File: src/design/spq_pkg.sv
// spq_pkg: shared constants, codes and types of the sorted priority queue
// depends on nothing; imported by every module of the block
package spq_pkg;

    localparam int CAPACITY   = 16;
    localparam int CNT_W      = $clog2(CAPACITY + 1);
    localparam int DATA_W     = 32;
    localparam int OUT_CNT_W  = 5;

    localparam logic       REQ_INSERT = 1'b0;
    localparam logic       REQ_REMOVE = 1'b1;

    localparam logic [1:0] STAT_DONE  = 2'd0;
    localparam logic [1:0] STAT_FULL  = 2'd1;
    localparam logic [1:0] STAT_EMPTY = 2'd2;

    typedef enum logic {
        ST_IDLE,
        ST_EXEC
    } t_state;

    typedef struct packed {
        logic capture;
        logic commit;
    } t_dp_cmd;

    typedef struct packed {
        logic out_free;
    } t_dp_sts;

endpackage

File: src/design/spq_ctrl.sv
// spq_ctrl: request sequencer of the sorted priority queue
// depends on spq_pkg; drives capture and commit commands of spq_datapath
module spq_ctrl (
    input  logic             i_clk,
    input  logic             i_rst_n,
    input  logic             i_in_valid,
    output logic             o_in_stall,
    input  spq_pkg::t_dp_sts i_sts,
    output spq_pkg::t_dp_cmd o_cmd
);
    import spq_pkg::*;

    t_state r_state;
    t_state n_state;

    always_ff @(posedge i_clk) begin
        if (!i_rst_n) begin
            r_state <= ST_IDLE;
        end else begin
            r_state <= n_state;
        end
    end

    always_comb begin
        n_state = r_state;
        case (r_state)
            ST_IDLE: begin
                if (i_in_valid) begin
                    n_state = ST_EXEC;
                end
            end
            ST_EXEC: begin
                if (i_sts.out_free) begin
                    n_state = ST_IDLE;
                end
            end
            default: begin
                n_state = ST_IDLE;
            end
        endcase
    end

    always_comb begin
        o_in_stall    = 1'b1;
        o_cmd.capture = 1'b0;
        o_cmd.commit  = 1'b0;
        case (r_state)
            ST_IDLE: begin
                o_in_stall    = 1'b0;
                o_cmd.capture = i_in_valid;
            end
            ST_EXEC: begin
                o_cmd.commit  = i_sts.out_free;
            end
            default: begin
                o_in_stall = 1'b1;
            end
        endcase
    end

endmodule

File: src/design/spq_datapath.sv
// spq_datapath: request register, row of compare-and-shift cells, fill count
// and result register; depends on spq_pkg, steered by spq_ctrl
module spq_datapath (
    input  logic                        i_clk,
    input  logic                        i_rst_n,
    input  spq_pkg::t_dp_cmd            i_cmd,
    output spq_pkg::t_dp_sts            o_sts,
    input  logic                        i_req_type,
    input  logic signed [31:0]          i_value,
    input  logic                        i_out_stall,
    output logic                        o_out_valid,
    output logic [1:0]                  o_status,
    output logic signed [31:0]          o_removed_value,
    output logic signed [31:0]          o_head_value,
    output logic                        o_head_valid,
    output logic [4:0]                  o_entry_count,
    output logic                        o_is_full,
    output logic                        o_is_empty
);
    import spq_pkg::*;

    logic                     r_req_type;
    logic signed [DATA_W-1:0] r_value;
    logic signed [DATA_W-1:0] r_entry [CAPACITY];
    logic signed [DATA_W-1:0] n_entry [CAPACITY];
    logic [CNT_W-1:0]         r_count;
    logic [CNT_W-1:0]         n_count;
    logic                     r_out_valid;
    logic [1:0]               n_status;
    logic signed [DATA_W-1:0] n_removed;
    logic [CAPACITY-1:0]      ge;
    logic                     cur_full;
    logic                     cur_empty;
    logic [CNT_W+OUT_CNT_W-1:0] cnt_ext;

    assign cur_full  = (r_count == CNT_W'(CAPACITY));
    assign cur_empty = (r_count == '0);

    // cells holding a value that stays ahead of the new one
    always_comb begin
        for (int k = 0; k < CAPACITY; k++) begin
            ge[k] = (CNT_W'(k) < r_count) && (r_entry[k] >= r_value);
        end
    end

    always_comb begin
        n_status  = STAT_DONE;
        n_removed = '0;
        n_count   = r_count;
        for (int k = 0; k < CAPACITY; k++) begin
            n_entry[k] = r_entry[k];
        end
        if (r_req_type == REQ_INSERT) begin
            if (cur_full) begin
                n_status = STAT_FULL;
            end else begin
                n_count = r_count + 1'b1;
                for (int k = 0; k < CAPACITY; k++) begin
                    if (ge[k]) begin
                        n_entry[k] = r_entry[k];
                    end else if (k == 0) begin
                        n_entry[k] = r_value;
                    end else if (ge[(k == 0) ? 0 : k - 1]) begin
                        n_entry[k] = r_value;
                    end else begin
                        n_entry[k] = r_entry[(k == 0) ? 0 : k - 1];
                    end
                end
            end
        end else begin
            if (cur_empty) begin
                n_status = STAT_EMPTY;
            end else begin
                n_count   = r_count - 1'b1;
                n_removed = r_entry[0];
                for (int k = 0; k < CAPACITY - 1; k++) begin
                    n_entry[k] = r_entry[k + 1];
                end
            end
        end
    end

    assign cnt_ext = {{OUT_CNT_W{1'b0}}, n_count};

    always_ff @(posedge i_clk) begin
        if (i_cmd.capture) begin
            r_req_type <= i_req_type;
            r_value    <= i_value;
        end
        if (i_cmd.commit) begin
            for (int k = 0; k < CAPACITY; k++) begin
                r_entry[k] <= n_entry[k];
            end
            o_status        <= n_status;
            o_removed_value <= n_removed;
            o_head_value    <= (n_count != '0) ? n_entry[0] : '0;
            o_head_valid    <= (n_count != '0);
            o_entry_count   <= cnt_ext[OUT_CNT_W-1:0];
            o_is_full       <= (n_count == CNT_W'(CAPACITY));
            o_is_empty      <= (n_count == '0);
        end
    end

    always_ff @(posedge i_clk) begin
        if (!i_rst_n) begin
            r_count     <= '0;
            r_out_valid <= 1'b0;
        end else begin
            if (i_cmd.commit) begin
                r_count     <= n_count;
                r_out_valid <= 1'b1;
            end else if (!i_out_stall) begin
                r_out_valid <= 1'b0;
            end
        end
    end

    assign o_sts.out_free = !r_out_valid || !i_out_stall;
    assign o_out_valid    = r_out_valid;

endmodule

File: src/design/sorted_priority_queue_unit.sv
// sorted_priority_queue_unit: bounded descending-order queue of signed values
// sequence: an accepted item is captured in the request register, then one pass of the
//   compare-and-shift cell row commits it and registers its result; a new item is not
//   taken until after that commit, which waits while an earlier result is held downstream
// reset: clears the state machine, fill count and result valid; stored
//   values are not cleared
module sorted_priority_queue_unit (
    input  logic               i_clk,
    input  logic               i_rst_n,
    input  logic               i_in_valid,
    output logic               o_in_stall,
    input  logic               i_req_type,
    input  logic signed [31:0] i_value,
    output logic               o_out_valid,
    input  logic               i_out_stall,
    output logic [1:0]         o_status,
    output logic signed [31:0] o_removed_value,
    output logic signed [31:0] o_head_value,
    output logic               o_head_valid,
    output logic [4:0]         o_entry_count,
    output logic               o_is_full,
    output logic               o_is_empty
);
    import spq_pkg::*;

    t_dp_cmd cmd;
    t_dp_sts sts;

    spq_ctrl u_ctrl (
        .i_clk      (i_clk),
        .i_rst_n    (i_rst_n),
        .i_in_valid (i_in_valid),
        .o_in_stall (o_in_stall),
        .i_sts      (sts),
        .o_cmd      (cmd)
    );

    spq_datapath u_datapath (
        .i_clk           (i_clk),
        .i_rst_n         (i_rst_n),
        .i_cmd           (cmd),
        .o_sts           (sts),
        .i_req_type      (i_req_type),
        .i_value         (i_value),
        .i_out_stall     (i_out_stall),
        .o_out_valid     (o_out_valid),
        .o_status        (o_status),
        .o_removed_value (o_removed_value),
        .o_head_value    (o_head_value),
        .o_head_valid    (o_head_valid),
        .o_entry_count   (o_entry_count),
        .o_is_full       (o_is_full),
        .o_is_empty      (o_is_empty)
    );

    a_busy_after_accept: assert property (@(posedge i_clk) disable iff (!i_rst_n)
        (i_in_valid && !o_in_stall) |=> o_in_stall)
        else $error("input not stalled after item accepted");

    a_full_reject: assert property (@(posedge i_clk) disable iff (!i_rst_n)
        (o_out_valid && o_status == STAT_FULL) |-> (o_is_full && o_removed_value == '0))
        else $error("full rejection without full queue");

    a_empty_reject: assert property (@(posedge i_clk) disable iff (!i_rst_n)
        (o_out_valid && o_status == STAT_EMPTY) |-> (o_is_empty && !o_head_valid))
        else $error("empty rejection without empty queue");

    a_flags_agree: assert property (@(posedge i_clk) disable iff (!i_rst_n)
        o_out_valid |-> (o_head_valid == !o_is_empty && !(o_is_full && o_is_empty)))
        else $error("result flags disagree");

endmodule

File: config.mk
export PLATFORM = sky130hd
export DESIGN_NAME = sorted_priority_queue_unit
export DESIGN_NICKNAME = d
export VERILOG_FILES = /design/src/design/spq_pkg.sv /design/src/design/spq_ctrl.sv /design/src/design/spq_datapath.sv /design/src/design/sorted_priority_queue_unit.sv
export SDC_FILE = /design/constraint.sdc
export NUM_CORES = 2
export LEC_CHECK = 0
export BUFFER_PORTS_ARGS = -buffer_cell sky130_fd_sc_hd__clkbuf_2
export CAP_MARGIN = 5
export CORE_MARGIN = 2
export CORE_UTILIZATION = 44
export DETAILED_ROUTE_END_ITERATION = 10
export GPL_TIMING_DRIVEN = 0
export PLACE_DENSITY = 0.7
export SLEW_MARGIN = 20
export SYNTH_ARGS = -nofsm -noshare
export SYNTH_HDL_FRONTEND = slang
export SYNTH_SLANG_ARGS = --single-unit
File: constraint.sdc
create_clock -name i_clk -period 5.4 [get_ports i_clk]
set_clock_uncertainty 0.05 [all_clocks]
set_input_delay 0.27 -clock i_clk [delete_from_list [all_inputs] [get_ports i_clk]]
set_output_delay 0.27 -clock i_clk [all_outputs]
set_load 0.05 [all_outputs]
# Word-level counts from Yosys, hierarchy flattened

Memory sizes are Yosys's and may differ from the RTL's.
Index checks and enable logic that the tools add are counted.

Add/sub/neg operators: 2
$lt $le $gt $ge: 32
Equality and inequality tests: 3
Muxes and demuxes: 51
Bitwise gates (word level): 2
Reductions and logical operators: 23

Operators by type and width:

| cell                  | number |
|---|---|
| $mux W32              | 32 |
| $mux W480             | 2 |
| $ge A32 B32 Y1        | 16 |
| $mux W512             | 1 |
| $lt A4 B5 Y1 const A  | 8 |
| $lt A3 B5 Y1 const A  | 4 |
| $logic_and A1 B1 Y1   | 16 |
| $mux W5               | 3 |
| $eq A5 B5 Y1 const B  | 2 |
| $logic_not A5 Y1      | 2 |
| $lt A1 B5 Y1 const A  | 2 |
| $lt A2 B5 Y1 const A  | 2 |
| $mux W1               | 10 |
| $add A5 B1 Y5 const B | 1 |
| $reduce_bool A5 Y1    | 1 |
| $sub A5 B1 Y5 const B | 1 |
| $mux W2               | 2 |
| $logic_not A1 Y1      | 2 |
| $ne A2 B1 Y1 const B  | 1 |
| $not A1 Y1            | 2 |
| $pmux W1 S2           | 1 |
| $reduce_or A2 Y1      | 1 |
| $logic_or A1 B1 Y1    | 1 |

Register bits: 114
RAM bits: 512
Input bits: 37
Logic and storage cells: 126
Memories kept: 1

Memory list:

| name               | words | bits a word | rd ports | clocked after Yosys merged registers in | write ports | RTL line           | source |
|---|---|---|---|---|---|---|---|
| u_datapath.r_entry | 16    | 32          | 16       | 0                                       | 16          | spq_datapath.sv:24 | `logic signed [DATA_W-1:0] r_entry [CAPACITY];` |

# Longest topological paths before layout

An unclocked memory read counts as a cell.

Depth after elaboration: 7
Depth in mapped cells: 14
Gate-level depth less buffers: 10

# By module

A second synthesis with hierarchy kept.

Cells, all modules: 3862
Area total of the unflattened synthesis: 41787.6 sq um

Modules (own cells, without submodules):

| module       | instances | cells each | area an instance (sq um) |
|---|---|---|---|
| spq_datapath | 1         | 3857       | 41741.3 |
| spq_ctrl     | 1         | 5          | 46.3 |

# Worst setup path before layout

No wires, ideal clock.

Kind: flip-flop to flip-flop
From: register u_ctrl.r_state
To: memory u_datapath.r_entry[15][0], in the netlist u_datapath.r_entry[1][224], enable pin
Setup time: 0.392 ns
Data arrival time: 5.392 ns
Slack: -0.434 ns
Stages on the path, launching flop included: 4
Buffers on the path: 1
Period minus slack after synthesis: 5.834 ns
Cells stage by stage: dfxtp_1 -> a21boi_0 -> clkbuf_1 -> a22o_1

RTL lines:

| element                | RTL line           | source |
|---|---|---|
| start, declared        | spq_ctrl.sv:13     | `t_state r_state;` |
| start signal, assigned | spq_ctrl.sv:20     | `r_state <= n_state;` |
| end, declared          | spq_datapath.sv:24 |  |

==> flow_metrics.py <==
metrics = {
    "clock_tree": {
        "cts.reportedPaths.clkPinSlew_ns": 0.06,
        "cts_num_sinks": 626,
        "cts-root-buf": "clkbuf_16",
        "ctsHtreeMaxLevel": 3,
        "tritoncts": "built",
        "clk_latency_ns": 0.64,
        "cts_inserted_buffers": 71,
        "clock_path_buffers": 3,
    },
    "floorplan": {
        "start_util_pct": 44.5,
        "coreArea_sq_um": 95300,
        "io_pins": 113,
        "die_h_microns": 315,
        "die_w_microns": 315,
        "fp-row-count": 113,
        "die_area_sq_um": 99000,
    },
    "detailed_routing": {
        "drc_errors": 0,
        "post_drt_wl_per_cell_microns": 25.0,
        "wl_met2_mm": 62.7,
        "highest_layer": "met4",
        "ant_nets": 0,
        "wirelength_mm": 139,
        "via_per_inst": 6.29,
        "drtPass1Iterations": 8,
        "num_vias": 34900,
        "wirelength_met1_mm": 57.3,
        "dr_wl_met3_mm": 11.6,
        "drtIter0Drc": 4474,
    },
    "synthesis": {
        "ys_seq_area_share_pct": 44.1,
        "synthFlopType": "edfxtp_1",
        "avgSynthCellArea_sq_um": 10.6,
        "synth_cell_types": 78,
        "syn_nets": 4547,
        "syn_inst": 3995,
        "ys_warn_count": 0,
        "async_flop_share_pct": 0,
        "synth_seq_cells": 626,
        "synth-edff-count": 619,
        "netlist.top_cell.by_area": "edfxtp_1",
        "synthTopCellsByArea": "edfxtp_1 44%, ha_1 15%, mux2i_1 9.2%",
        "synth_top_area_share_pct": 43.8,
        "synth_area_sq_um": 42400,
    },
    "sta": {
        "setup_tns_ns": 0,
        "fin_crit_sh_pct": 99.7,
        "slew_headroom_pct": 22.8,
        "worst_pin_slew_ns": 1.15,
        "setup_viol": 0,
        "fin_crit_ns": 5.38,
        "max_freq_mhz": 186,
        "finalWorstSetupSlack_ns": 0.0189,
        "drv_slew": 0,
        "hold_viol": 0,
        "rsz0062_at_grt": "false",
    },
    "layout": {
        "final_common_cell": "edfxtp_1",
        "n_antenna_cell": 0,
        "layout.nets": 4790,
        "synthToLayoutAreaGrowth_pct": 12.8,
        "fin_util_pct": 50.3,
        "drive_gt1_share_pct": 8.99,
        "final_cell_mix": "619 x edfxtp_1, 542 x nand2_1, 515 x ha_1",
    },
    "setup_path": {
        "timing.rr.end": "u_datapath.r_entry[0][41]",
        "cp-start-kind": "flop",
        "reg2regPathDepth": 14,
        "crit_fanout": 17,
        "cp_common_cell": "nor2_4",
        "path_cells": "clkbuf_1 > clkinvlp_4 > buf_4 > ha_1 > nor2b_1 > o211ai_1 > a2111oi_0 > o41ai_1 > o2bb2ai_1 > nor2_4 > buf_2 > nor2_1 > nor2_4 > buf_16",
        "cp-end-kind": "flop",
        "critPathArrivalTime_ns": 5.68,
        "crit_buf_inv": 5,
        "reg2reg_from": "u_datapath.r_value[1]",
        "required_ns": 5.69,
        "path_delay_family": "buffers and inverters",
        "cp_slowest_cell": "o41ai_1",
        "critPathMaxStageDelay_ns": 0.79,
        "r2r_slack_ns": 0.02,
        "critPathKind": "flop to flop",
    },
    "worst_hold_path": {
        "hp-start": "i_value[19]",
        "hold_end": "u_datapath.r_value[19]",
        "hold_class": "primary input to flop",
        "hold_depth": 2,
    },
    "placement": {
        "pre_cts_slack_ns": -0.0396,
        "finalWeightedCongestion": 0.939,
        "dp_hpwl_mm": 109,
        "portBuffers": 112,
    },
    "power": {
        "powerDensity_nw_per_um2": 310,
        "irDropWorstVdd_mv": 0.218,
        "p_leak_nw": 19.5,
        "finalPower_w": 0.0148,
    },
    "global_route": {
        "gr-total-overflow": 0,
        "grt_pass1_wl_mm": 208,
        "grt_util_all_layers_pct": 27.5,
        "grt_pass1_vias": 34700,
        "antenna_found_initial": 1,
        "grt_start_max_net_pins": 95,
    },
    "outcome": {
        "status": "finished clean",
    },
    "run": {
        "max-cap-violations": 0,
    },
}
## per-stage QoR
step	cell area, sq um	std cells	hold WS, ns
after floorplan	42400	3995	0.319
after global placement	44600	5372	0.399
after detailed placement	45200	5390	0.399
after CTS	47900	5558	0.262
after global routing	47900	5558	0.282
final	47900	5558	0.295
## cells in the mapped netlist (4+ instances only)
cell       count
o211ai_1      23
a2111oi_0     10
edfxtp_1     619
a211oi_1      21
a22oi_1       36
nor2_1       116
o22ai_1       18
or4_1          5
a221o_1        4
nand4_1      100
clkbuf_1     173
a21o_1        92
nand2_1      542
o31ai_1       37
o21a_1        16
buf_2         45
a21oi_1      191
and3_1        70
and4_1        12
ha_1         515
nor4bb_1      31
a211o_1       35
nor2b_1       34
inv_1         67
nand2b_1       6
nor3_1        49
dfxtp_1        7
o21ai_1      249
o21ai_0      188
o2bb2ai_1      5
buf_1          6
buf_4         33
mux2_2        34
nor4_1        14
and2_1         4
or3_1          5
and3b_1       31
mux2i_1      392
nand3_1       61
a31oi_1        6
a22o_1        32
## kinds of logic after synthesis
kind of cell    after synthesis  synth area share [%]
mux                         426                  10.1
fa+ha+maj                   515                  15.2
flops                       626                  44.1
xor+xnor                      4                0.0826
simple gates               1093                  12.6
compound gates             1000                  14.4
buf+inv                     331                  3.52
## where the power goes
part / internal [W] / switching, W / leakage, nW / total, W
clock network: 0.00281 / 0.00212 / 1.11 / 0.00493
registers: 0.00595 / 0.000329 / 5.87 / 0.00628
logic: 0.00129 / 0.00235 / 12.5 / 0.00364
## state kept, by name, summed over array words and instances, names as in the netlist
register	cells
u_datapath.o_out_valid	1
u_datapath.o_is_full	1
u_datapath.o_removed_value	32
u_datapath.o_head_value	32
u_datapath.r_req_type	1
u_datapath.r_entry	512
u_datapath.r_count	5
u_ctrl.r_state	1
u_datapath.r_value	32
u_datapath.o_status	2
u_datapath.o_head_valid	1
u_datapath.o_entry_count	5
u_datapath.o_is_empty	1
## metal layers
layer	track usage, %	vias to the layer above
met4	14.6	0
met5	0	-
met2	43.6	1792
met3	4.09	360
li1	-	15800
met1	36.4	17000
## how the worst max path moves through the flow
stage                                       from                    endpoint  slack, ns  cells past startpoint
final                      u_datapath.r_value[1]   u_datapath.r_entry[0][41]       0.02                     14
after global routing       u_datapath.r_value[2]   u_datapath.r_entry[1][40]       0.03                     11
after CTS                  u_datapath.r_value[2]  u_datapath.r_entry[1][105]       0.04                     12
after detailed placement   u_datapath.r_value[1]  u_datapath.r_entry[1][105]      -0.04                     13
after global placement     u_datapath.r_value[1]  u_datapath.r_entry[1][202]      -1.44                     11
after floorplan           u_datapath.r_value[21]   u_datapath.r_entry[0][64]       0.82                     12
## cell type report
type / count / area, sq um
buffer: 263 / 1250
clock buffer: 93 / 1970
clock inverter: 35 / 307
fill: 8726 / 47400
inverter: 68 / 267
multi-input combinational: 3038 / 22400
sequential: 626 / 18700
tap: 1265 / 1580
timing repair buffer: 170 / 1420
## repair_timing
item                                   in CTS  in global routing
endpoints found under the hold margin      40                  0
setup endpoints to repair                  16                 20
buffers inserted                            2                  0
resized for setup                           1                  3
hold buffers                               38                  0
Note: power is estimated with default switching activity, not from simulation.
